### src/design/wdcld_pkg.sv
package wdcld_pkg;

  localparam logic [7:0] OP_REP = 8'hC2;
  localparam logic [7:0] OP_SEP = 8'hE2;
  localparam logic [7:0] OP_BRK = 8'h00;
  localparam logic [7:0] OP_COP = 8'h02;
  localparam logic [7:0] OP_WDM = 8'h42;
  localparam logic [7:0] OP_STP = 8'hDB;
  localparam logic [7:0] OP_SBC_LONG_X = 8'hFF;

  // bit positions of the m and x flags in a REP/SEP operand (0x20, 0x10)
  localparam int unsigned P_ACCUM_BIT = 5;
  localparam int unsigned P_INDEX_BIT = 4;

  localparam int unsigned CFG_INDEX_W = 2;
  localparam int unsigned CFG_DATA_W  = 1;
  localparam logic [CFG_INDEX_W-1:0] CFG_STOP_ON_UNLIKELY = 2'd0;
  localparam logic [CFG_INDEX_W-1:0] CFG_ACCUM_WIDE_INIT  = 2'd1;
  localparam logic [CFG_INDEX_W-1:0] CFG_INDEX_WIDE_INIT  = 2'd2;

  localparam int unsigned IN_DATA_W  = 8;
  localparam int unsigned OUT_DATA_W = 40;
  localparam int unsigned OUT_USER_W = 2;

  typedef struct packed {
    logic [7:0]  held_opcode;
    logic [23:0] operand_accum;
    logic [1:0]  bytes_remaining;
    logic [1:0]  byte_position;
    logic        accum_mode;
    logic        index_mode;
    logic        skipping;
  } dec_state_t;

  typedef struct packed {
    logic [7:0]  opcode_byte;
    logic [23:0] operand_value;
    logic [2:0]  instr_length;
    logic        truncated;
    logic        aborted;
    logic        accum_wide;
    logic        index_wide;
  } dec_result_t;

  // standard 65816 length table, 8-bit modes
  function automatic logic [2:0] base_length(input logic [7:0] op);
    logic [2:0] n;
    unique case (op[3:0])
      4'h8, 4'hA, 4'hB: n = 3'd1;
      4'h9:             n = op[4] ? 3'd3 : 3'd2;
      4'hC, 4'hD, 4'hE: n = 3'd3;
      4'hF:             n = 3'd4;
      default:          n = 3'd2;
    endcase
    unique case (op)
      8'h20, 8'h44, 8'h54, 8'h62, 8'h82, 8'hF4: n = 3'd3;
      8'h22, 8'h5C:                             n = 3'd4;
      8'h40, 8'h60:                             n = 3'd1;
      default: ;
    endcase
    return n;
  endfunction

  function automatic logic is_unlikely(input logic [7:0] op);
    return (op[3:0] == 4'h3) || (op == OP_BRK) || (op == OP_COP) ||
           (op == OP_WDM) || (op == OP_STP) || (op == OP_SBC_LONG_X);
  endfunction

endpackage

### src/design/wdc65816_instruction_length_decoder.sv
// 65816 instruction length decoder.
// Input stream (s_*): one code byte per beat, s_tlast on the last byte of a
// buffer. Output stream (m_*): one beat per finished instruction, or per
// partial instruction cut off by the buffer end (truncated), with opcode,
// little-endian operand, length and the accumulator/index width modes left
// by the instruction. REP/SEP change only the mode bits set in their operand.
// With stop_on_unlikely set, an unlikely opcode is reported as aborted and
// the rest of its buffer is dropped without output.
// Timing: a byte is registered on entry and decoded into the output register
// on the next edge. One byte per cycle is sustained while the output is not
// stalled; the single decode step between the input and output registers
// sets this figure.
// Stall: while m_tready is low and a result is held, the input register
// still takes one byte; after that s_tready drops until the result leaves.
// Reset: clears all buffered beats and decode state, stop_on_unlikely and
// the live mode bits go to zero. Write config (cfg_we) only while the
// block is idle; a mode init write loads the live mode.
module wdc65816_instruction_length_decoder (
  input  logic                                clk,
  input  logic                                rst,
  input  logic                                s_tvalid,
  output logic                                s_tready,
  input  logic [wdcld_pkg::IN_DATA_W-1:0]     s_tdata,  // [7:0] code_byte
  input  logic                                s_tlast,  // end_of_buffer
  output logic                                m_tvalid,
  input  logic                                m_tready,
  // [7:0] opcode_byte, [31:8] operand_value, [34:32] instr_length,
  // [35] accum_wide, [36] index_wide, [39:37] zero
  output logic [wdcld_pkg::OUT_DATA_W-1:0]    m_tdata,
  output logic [wdcld_pkg::OUT_USER_W-1:0]    m_tuser,  // [0] truncated, [1] aborted
  input  logic                                cfg_we,
  input  logic [wdcld_pkg::CFG_INDEX_W-1:0]   cfg_index,
  input  logic [wdcld_pkg::CFG_DATA_W-1:0]    cfg_data
);

  logic                  in_valid;
  logic [7:0]            in_byte;
  logic                  in_last;
  logic                  stop_on_unlikely;
  wdcld_pkg::dec_state_t state;
  wdcld_pkg::dec_state_t state_dec;
  wdcld_pkg::dec_state_t state_next;
  wdcld_pkg::dec_result_t res;
  wdcld_pkg::dec_result_t out_res;
  logic                  emit;
  logic                  out_free;
  logic                  advance;

  assign out_free = !m_tvalid || m_tready;
  assign advance  = in_valid && out_free;
  assign s_tready = !in_valid || out_free;

  wdcld_decode u_decode (
    .cur              (state),
    .code_byte        (in_byte),
    .end_of_buffer    (in_last),
    .stop_on_unlikely (stop_on_unlikely),
    .nxt              (state_dec),
    .emit             (emit),
    .res              (res)
  );

  // input register
  always_ff @(posedge clk) begin
    if (rst) begin
      in_valid <= 1'b0;
    end else if (s_tready) begin
      in_valid <= s_tvalid;
    end
    if (s_tvalid && s_tready) begin
      in_byte <= s_tdata;
      in_last <= s_tlast;
    end
  end

  // advance on a decoded beat, then let a mode init write load the live mode
  always_comb begin
    state_next = advance ? state_dec : state;
    if (cfg_we) begin
      unique case (cfg_index)
        wdcld_pkg::CFG_ACCUM_WIDE_INIT: state_next.accum_mode = cfg_data[0];
        wdcld_pkg::CFG_INDEX_WIDE_INIT: state_next.index_mode = cfg_data[0];
        default: ;
      endcase
    end
  end

  // decode state and configuration
  always_ff @(posedge clk) begin
    if (rst) begin
      state            <= '0;
      stop_on_unlikely <= 1'b0;
    end else begin
      state <= state_next;
      if (cfg_we && (cfg_index == wdcld_pkg::CFG_STOP_ON_UNLIKELY)) begin
        stop_on_unlikely <= cfg_data[0];
      end
    end
  end

  // output register
  always_ff @(posedge clk) begin
    if (rst) begin
      m_tvalid <= 1'b0;
    end else if (out_free) begin
      m_tvalid <= advance && emit;
    end
    if (advance && emit) out_res <= res;
  end

  assign m_tdata = {3'b000, out_res.index_wide, out_res.accum_wide, out_res.instr_length,
                    out_res.operand_value, out_res.opcode_byte};
  assign m_tuser = {out_res.aborted, out_res.truncated};

`ifndef NO_ASSERTIONS
  a_len_range: assert property (@(posedge clk) disable iff (rst)
    m_tvalid |-> (m_tdata[34:32] != 3'd0) && (m_tdata[34:32] <= 3'd4))
    else $error("instruction length out of range");

  a_skip_idle: assert property (@(posedge clk) disable iff (rst)
    state.skipping |-> (state.bytes_remaining == 2'd0))
    else $error("skipping while an instruction is open");

  a_emit_clears: assert property (@(posedge clk) disable iff (rst)
    (advance && emit && !cfg_we) |=> (state.bytes_remaining == 2'd0))
    else $error("instruction state not cleared after result");

  a_single_zero_operand: assert property (@(posedge clk) disable iff (rst)
    (m_tvalid && (m_tdata[34:32] == 3'd1)) |-> (m_tdata[31:8] == 24'd0))
    else $error("one-byte instruction carries an operand");
`endif

endmodule

### src/design/wdcld_decode.sv
module wdcld_decode (
  input  wdcld_pkg::dec_state_t  cur,
  input  logic [7:0]             code_byte,
  input  logic                   end_of_buffer,
  input  logic                   stop_on_unlikely,
  output wdcld_pkg::dec_state_t  nxt,
  output logic                   emit,
  output wdcld_pkg::dec_result_t res
);

  logic [2:0]  full_len;
  logic [23:0] acc_new;
  logic [1:0]  pos_new;
  logic [1:0]  rem_new;
  logic [7:0]  e_op;
  logic [23:0] e_operand;
  logic [2:0]  e_len;
  logic        e_trunc;
  logic        ab;
  logic        accum_after;
  logic        index_after;

  always_comb begin
    full_len = wdcld_pkg::base_length(code_byte);
    if ((code_byte[4:0] == 5'h09) && cur.accum_mode) full_len = full_len + 3'd1;
    if (((code_byte == 8'hA0) || (code_byte == 8'hA2) || (code_byte == 8'hC0) ||
         (code_byte == 8'hE0)) && cur.index_mode) full_len = full_len + 3'd1;

    acc_new = cur.operand_accum;
    unique case (cur.byte_position)
      2'd1:    acc_new[7:0]   = code_byte;
      2'd2:    acc_new[15:8]  = code_byte;
      2'd3:    acc_new[23:16] = code_byte;
      default: ;
    endcase
    pos_new = cur.byte_position + 2'd1;
    rem_new = cur.bytes_remaining - 2'd1;
  end

  always_comb begin
    nxt       = cur;
    emit      = 1'b0;
    e_op      = code_byte;
    e_operand = '0;
    e_len     = full_len;
    e_trunc   = 1'b0;
    if (cur.skipping) begin
      nxt.skipping = !end_of_buffer;
    end else if (cur.bytes_remaining == 2'd0) begin
      if (full_len <= 3'd1) begin
        emit  = 1'b1;
        e_len = 3'd1;
      end else if (end_of_buffer) begin
        emit    = 1'b1;
        e_trunc = 1'b1;
      end else begin
        nxt.held_opcode     = code_byte;
        nxt.operand_accum   = '0;
        nxt.bytes_remaining = full_len[1:0] - 2'd1;
        nxt.byte_position   = 2'd1;
      end
    end else begin
      nxt.operand_accum   = acc_new;
      nxt.byte_position   = pos_new;
      nxt.bytes_remaining = rem_new;
      if ((rem_new == 2'd0) || end_of_buffer) begin
        emit      = 1'b1;
        e_op      = cur.held_opcode;
        e_operand = acc_new;
        e_len     = ((pos_new == 2'd0) ? 3'd4 : {1'b0, pos_new}) + {1'b0, rem_new};
        e_trunc   = rem_new != 2'd0;
        nxt.held_opcode     = '0;
        nxt.operand_accum   = '0;
        nxt.bytes_remaining = '0;
        nxt.byte_position   = '0;
      end
    end

    // REP sets, SEP clears only the wide-mode bits named in the operand
    accum_after = cur.accum_mode;
    index_after = cur.index_mode;
    if (e_op == wdcld_pkg::OP_REP) begin
      if (e_operand[wdcld_pkg::P_ACCUM_BIT]) accum_after = 1'b1;
      if (e_operand[wdcld_pkg::P_INDEX_BIT]) index_after = 1'b1;
    end else if (e_op == wdcld_pkg::OP_SEP) begin
      if (e_operand[wdcld_pkg::P_ACCUM_BIT]) accum_after = 1'b0;
      if (e_operand[wdcld_pkg::P_INDEX_BIT]) index_after = 1'b0;
    end
    ab = stop_on_unlikely && wdcld_pkg::is_unlikely(e_op);

    if (emit) begin
      nxt.accum_mode = accum_after;
      nxt.index_mode = index_after;
      if (ab && !end_of_buffer) nxt.skipping = 1'b1;
    end

    res.opcode_byte   = e_op;
    res.operand_value = e_operand;
    res.instr_length  = e_len;
    res.truncated     = e_trunc;
    res.aborted       = ab;
    res.accum_wide    = accum_after;
    res.index_wide    = index_after;
  end

endmodule
### config.mk
export PLATFORM = sky130hd
export DESIGN_NAME = wdc65816_instruction_length_decoder
export DESIGN_NICKNAME = d
export VERILOG_FILES = /design/src/design/wdcld_pkg.sv /design/src/design/wdc65816_instruction_length_decoder.sv /design/src/design/wdcld_decode.sv
export SDC_FILE = /design/constraint.sdc
export NUM_CORES = 1
export LEC_CHECK = 0
export BUFFER_PORTS_ARGS = -buffer_cell sky130_fd_sc_hd__buf_4
export CORE_MARGIN = 5
export CORE_UTILIZATION = 55
export CTS_CLUSTER_SIZE = 20
export DETAILED_ROUTE_END_ITERATION = 8
export PLACE_DENSITY = 0.8
export SLEW_MARGIN = 20
export SYNTH_ARGS = -nofsm -noshare
export SYNTH_HDL_FRONTEND = slang
export SYNTH_SLANG_ARGS = --single-unit
### constraint.sdc
create_clock -name clk -period 6.6 [get_ports clk]
set_input_delay 0.99 -clock clk [delete_from_list [all_inputs] [get_ports clk]]
set_output_delay 0.99 -clock clk [all_outputs]
set_load 0.01 [all_outputs]
# After elaboration in Yosys (flattened, before gate mapping)
# Cells that the tools add are included.
# word_totals
reg_bits	90
latch_bits	0
ram_bits	0
romBits	0
inputBits	17
word_cells	149
n_memories	0
# classes
add_sub_neg	6
mul	0
div	0
magnitude_cmp	1
n_eq_ne	37
shifts	0
muxes	46
bitwise	2
n_reduce_logical	37
# ops
op	count
two-way mux 36 bit	4
== test 8 bit, second input constant	10
== test 8 x 7 -> 1 bit, second input constant	7
two-way mux 8 bit	6
== test 4 bit, second input constant	8
two-way mux 3 bit	9
two-way mux 1 bit	21
two-way mux 6 bit	3
== test 8 x 6 -> 1 bit, second input constant	2
one-hot mux 3 bit (4 select lines)	1
logical OR 1 bit	11
one-hot mux 3 bit (3 select lines)	1
OR reduction 3 bit	3
== test 8 x 2 -> 1 bit, second input constant	1
logical AND 1 bit	8
logical NOT 2 bit	4
logical NOT 8 bit	1
adder 3 x 1 -> 3 bit, second input constant	2
== test 2 bit, second input constant	3
OR reduction 6 bit	1
== test 5 x 4 -> 1 bit, second input constant	1
AND reduction 5 bit	1
== test 2 x 1 -> 1 bit, second input constant	2
== test 4 x 2 -> 1 bit, second input constant	1
other kinds (11)	18

# Logic depth before layout (Yosys ltp)
# logic_depth
ltp_word	19
depth_mapped	17
mapped_depth_nobuf	15

# Cells and area by module
# Synthesis repeated with hierarchy kept, for this count alone.
# hier_totals
hier_cells	512
hier_area_um2	4999.8
# modules_own_cells
mod	n_inst	cells_per_inst	area_per_inst_um2	seq_area_each_um2
wdc65816_instruction_length_decoder	1	251	3124.2	2282.2
wdcld_decode	1	261	1875.5	0.0

# Least setup slack after synthesis
# No wires, ideal clock.
# synth_path
path_type	register to register
start	register in_byte[4]
end	register state[1] (netlist name)
t_arrival_ns	4.506
slack_ns	1.875
path_stages_with_launch	14
n_path_buf	0
synth_period_minus_slack_ns	4.725
path_cell_list	edfxtp_1 and4b_1 a22oi_1 nand2_1 nor2_1 ha_1 mux2_2 ha_1 nand2b_1 nand2_1 ha_1 a31oi_1 nor2_1 o211ai_1
# synth_via
elab_chain_cells	15
word_cells_on_any_way	51
cone_classes	2 x add/sub; 1 x order compare; 17 x eq/ne; 23 x mux; 8 x reduce/logical
# synth_rtl
item	line	rtl
from (decl)	wdc65816_instruction_length_decoder.sv:37	logic [7:0] in_byte;
from (signal assigned)	wdc65816_instruction_length_decoder.sv:71	in_byte <= s_tdata;
== test 8 x 6 -> 1 bit (tied with other cells)	wdcld_pkg.sv:55	unique case (op)
OR reduction 6 bit (tied with other cells)	wdcld_pkg.sv:55	
one-hot mux 3 bit (3 select lines)	wdcld_pkg.sv:55	
adder 3 x 1 -> 3 bit	wdcld_decode.sv:25	if ((code_byte[4:0] == 5'h09) && cur.accum_mode) full_len = full_len + 3'd1;
two-way mux 3 bit	wdcld_decode.sv:25	
adder 3 x 1 -> 3 bit	wdcld_decode.sv:27	(code_byte == 8'hE0)) && cur.index_mode) full_len = full_len + 3'd1;
two-way mux 3 bit	wdcld_decode.sv:26	if (((code_byte == 8'hA0) || (code_byte == 8'hA2) || (code_byte == 8'hC0) ||
less-or-equal comparator 3 x 1 -> 1 bit	wdcld_decode.sv:50	if (full_len <= 3'd1) begin
two-way mux 1 bit	wdcld_decode.sv:50	
two-way mux 1 bit	wdcld_decode.sv:49	end else if (cur.bytes_remaining == 2'd0) begin
two-way mux 1 bit	wdcld_decode.sv:47	if (cur.skipping) begin
two-way mux 3 bit (*)	wdcld_decode.sv:91	if (emit) begin
two-way mux 3 bit (*)	wdc65816_instruction_length_decoder.sv:78	state_next = advance ? state_dec : state;
two-way mux 1 bit	wdc65816_instruction_length_decoder.sv:80	unique case (cfg_index)
two-way mux 2 bit (*)	wdc65816_instruction_length_decoder.sv:79	if (cfg_we) begin
to (signal assigned)	wdc65816_instruction_length_decoder.sv:94	state <= state_next;
to (decl)	wdc65816_instruction_length_decoder.sv:40	wdcld_pkg::dec_state_t state;
# Every way passes the cells marked *; elsewhere a longest branch is shown, timed or not.
# A chain may end at the register's enable or synchronous reset.

# Final worst setup path
# layout_path
start	register in_byte[4]
end	register state[5] (netlist name)
# layout_via
elab_chain_cells	11
word_cells_on_any_way	37
cone_classes	3 x add/sub; 1 x order compare; 16 x eq/ne; 8 x mux; 9 x reduce/logical
# layout_rtl
item	line	rtl
== test 8 x 6 -> 1 bit (tied with other cells)	wdcld_pkg.sv:55	
OR reduction 6 bit (tied with other cells)	wdcld_pkg.sv:55	
one-hot mux 3 bit (3 select lines)	wdcld_pkg.sv:55	
adder 3 x 1 -> 3 bit	wdcld_decode.sv:25	
two-way mux 3 bit	wdcld_decode.sv:25	
adder 3 x 1 -> 3 bit	wdcld_decode.sv:27	
two-way mux 3 bit (*)	wdcld_decode.sv:26	
subtractor 2 x 1 -> 2 bit	wdcld_decode.sv:59	nxt.bytes_remaining = full_len[1:0] - 2'd1;
two-way mux 36 bit	wdcld_decode.sv:53	end else if (end_of_buffer) begin
two-way mux 36 bit	wdcld_decode.sv:50	
two-way mux 36 bit	wdcld_decode.sv:49	
# Every way passes the cells marked *; elsewhere a longest branch is shown, timed or not. The select of a mux whose other input is x is not followed.

==> results.md <==
- Die ar.: 0.0102 mm^2
- Pwr/cell area: 227 mW/mm^2
- CTS Buffer Depth: 2
- Synth top area cells: edfxtp_1, dfxtp_1, mux2i_1, nand2_1, nor2_1
- Post-Synth Simple-Gate Area: ~20%
- Routability Congestion: 0.965
- Largest net degree at the start of global routing: 43
- Synth top area share: 31.6%
- Drt total wl: slightly above 10 mm
- Data required time of the worst path: 6850 ps
- I/O pin count: 61
- Compound-Gate Fraction of Synth Area: 12.4%
- Mean Syn Cell Area: a little under 10 um^2
- Drt drc: 0
- Footprint of the multi-input gates: 0.00205 mm^2
- Nets: 520
- Most frequent cell after synthesis: nand2_1
- Largest family of logic cells by synthesized area: simple AND/OR/NAND/NOR gates
- Mux cell area share after synthesis: approximately 8.4%
- Synth Register Bits: 90
- Synth Area in XOR/XNOR: 0.575%
- Status: completed
- CP endpoint kind: flip-flop
- Worst-Margin Slew: 1090 ps
- Core area: 0.00813 mm^2
- Worst slew margin: 26.6%
- Peak VDD IR: 0.103 mV
- Die height: 101 um
- Routed len/inst: around 17 um
- Gr ovfl total: 0
- Post-Synth Adder-Cell Area: under 10%
- H-tree lvl count: 3
- DRT iter0 DRCs: 258
- Final setup viols: 0
- Post-synthesis sequential area ratio: 50.0%
- Post-DRT Antenna Nets: 0
- Setup_tns: 0 ps
- Share of cells above drive strength 1: 17.9%
- Pleak: 0.00194 uW
- Synth cell count leaders: nand2_1, nor2_1, edfxtp_1
- TritonCTS clock tree: yes
- DR vias: 3566
- Clock Pin Slew Worst Setup and Hold Paths: about 100 ps
- Num rows: 33
- Cts repair resizes: 0
- Via-to-Cell Ratio: 5.92
- Final Critical Period: around 4500 ps
- EDFF count, synth: 48
- Antenna violations before repair: 0
- Clock Latency Late Sink: 370 ps
- CP max-delay cell: edfxtp_1
- Crit-path cells: and4b_1 > a22oi_1 > nand2_1 > nor2_1 > ha_1 > mux2_2 > ha_1 > nand2b_1 > nand2_1 > ha_1 > nand2_1 > a221o_1 > o21ai_4 > o21ai_0 > o311a_1
- Root buffer selected by CTS: clkbuf_8
- WHS: 474 ps
- Post-cts hold buffer count: 0
- Synthesized area: 0.00457 mm^2
- Sequential cell area: 0.00228 mm^2
- Synth warn: 0
- Worst path max stage delay: 720 ps
- Starting Density: 56.1%
- Critical path type: flip-flop to flip-flop
- RSZ-0062 raised after global routing: false
- # Post-CTS Setup Buffers: 0
- Ys flop type: edfxtp_1
- Crit share post-route: about 69%
- 1st-pass router iterations: 5
- Post-Syn Instances: 461
- IO Port Bufs: 57
- Final hold vios: 0
- Post-DP HPWL: 6.77 mm
- Worst Hold Class: flip-flop to flip-flop
- Largest area contributor in the netlist: edfxtp_1
- Die Wd: 101 um
- Max Cap Viol: 0
- Total track usage: 20.7%
- Critical Path Fanout Max: 30
- Fill cells: 659
- R2R setup slack: 2060 ps
- CP startpoint kind: flip-flop
- Post-synth cell types: 60
- Area growth from synthesis to layout: 13.1%
- WP data arrival: 4790 ps
- Slew Limit Fails: 0
- Ys async rst share: 0%
- CTS sink count: 90
- Global-route wire length before repair: ~17 mm
- TritonCTS buffer count: 9
- Clk_skew: 12.2 ps
- Vias in the first global route: approximately 3.5k
- Fmax: 220 MHz
- Antenna diode count: 0
-- power breakdown --
part	internal [uW]	switching, uW	leakage (uW)	total [uW]
combinational	58.3	92.4	0.00103	151
sequential	610	24.5	0.000808	635
clock	179	206	0.000102	385
total	848	323	0.00194	1170
-- final cells by class --
type                    count  area share (%)
repair buffers             60            8.96
well taps                 105            2.54
inverters                  10           0.727
clock inverters             7            1.48
flip-flops and latches     90            44.2
multi-input cells         321            39.7
clock buffers               9            2.40
-- registers in the layout, indices dropped and copies added (netlist names) --
signal / flops
in_valid: 1
state: 39
in_byte: 8
m_tvalid: 1
m_tuser: 2
stop_on_unlikely: 1
in_last: 1
m_tdata: 37
-- layout by cell type, fill, tap and decap left out, types with 3 or more instances in the layout --
| master | Yosys | routed |
|---|---|---|
| buf_4 | 3 | 59 |
| nand2_1 | 59 | 59 |
| and3b_1 | 3 | 3 |
| nor2b_1 | 11 | 11 |
| and2_1 | 7 | 7 |
| ha_1 | 10 | 10 |
| nor3_1 | 8 | 8 |
| a31oi_1 | 6 | 6 |
| inv_1 | 10 | 10 |
| dfxtp_1 | 42 | 42 |
| nand2b_1 | 4 | 4 |
| or3_1 | 3 | 3 |
| conb_1 | 1 | 3 |
| nor4_1 | 4 | 4 |
| a21oi_1 | 27 | 27 |
| nand3_1 | 5 | 5 |
| nor2_2 | 3 | 3 |
| o31ai_1 | 25 | 25 |
| nand4_1 | 5 | 5 |
| mux2_2 | 3 | 3 |
| clkbuf_8 | 0 | 9 |
| mux2i_1 | 35 | 35 |
| o21ai_0 | 8 | 8 |
| nor2_1 | 51 | 50 |
| edfxtp_1 | 48 | 48 |
| nand3b_1 | 3 | 3 |
-- logic make-up after synthesis --
group	count (synthesis)
adders and majority gates	11
muxes	38
buffers and inverters	52
and+or+nand+nor	182
AOI/OAI and AO/OA	84
DFF	90
other	1
xor gates and xnor gates	3
-- per-stage QoR --
stage | util [%] | setup WS (ps) | cell area [um^2] | power, uW | instances
2_1_floorplan | - | 1870 | 4570 | 748 | 463
3_3_place_gp | 60.8 | 2280 | 4950 | 790 | 585
3_5_place_dp | 60.8 | 2170 | 4950 | 794 | 585
4_1_cts | 63.3 | 2140 | 5150 | 1170 | 601
5_1_grt | 63.5 | 1740 | 5170 | 1210 | 602
6_report | 63.5 | 2060 | 5170 | 1170 | 602
-- worst max-delay path: cells and delay by family, from the launching register on --
family | cells | cell delay, ps
AND/OR/NAND/NOR | 6 | 1050
AO/OA/AOI/OAI | 5 | 1610
flip-flops | 1 | 720
multiplexers | 1 | 290
adder cells (fa/ha/maj) | 3 | 740
-- routing by layer --
metal / wire length (um) / GRT usage, %
met3: 593 / 3.46
met5: 0 / 0
met4: 182 / 8.49
met2: 5080 / 34.8
met1: 4420 / 26.6
-- final timing paths --
kind / start / endpoint / depth (start not counted)
hold reg to reg: state[22]$_SDFFE_PP0P_ / state[22]$_SDFFE_PP0P_ / 2
hold / removal: state[22]$_SDFFE_PP0P_ / state[22]$_SDFFE_PP0P_ / 2
setup reg to reg: in_byte[4]$_DFFE_PP_ / state[5]$_SDFFE_PP0P_ / 15
setup / recovery: in_byte[4]$_DFFE_PP_ / state[5]$_SDFFE_PP0P_ / 15
Note: power is estimated with default switching activity, not from simulation.
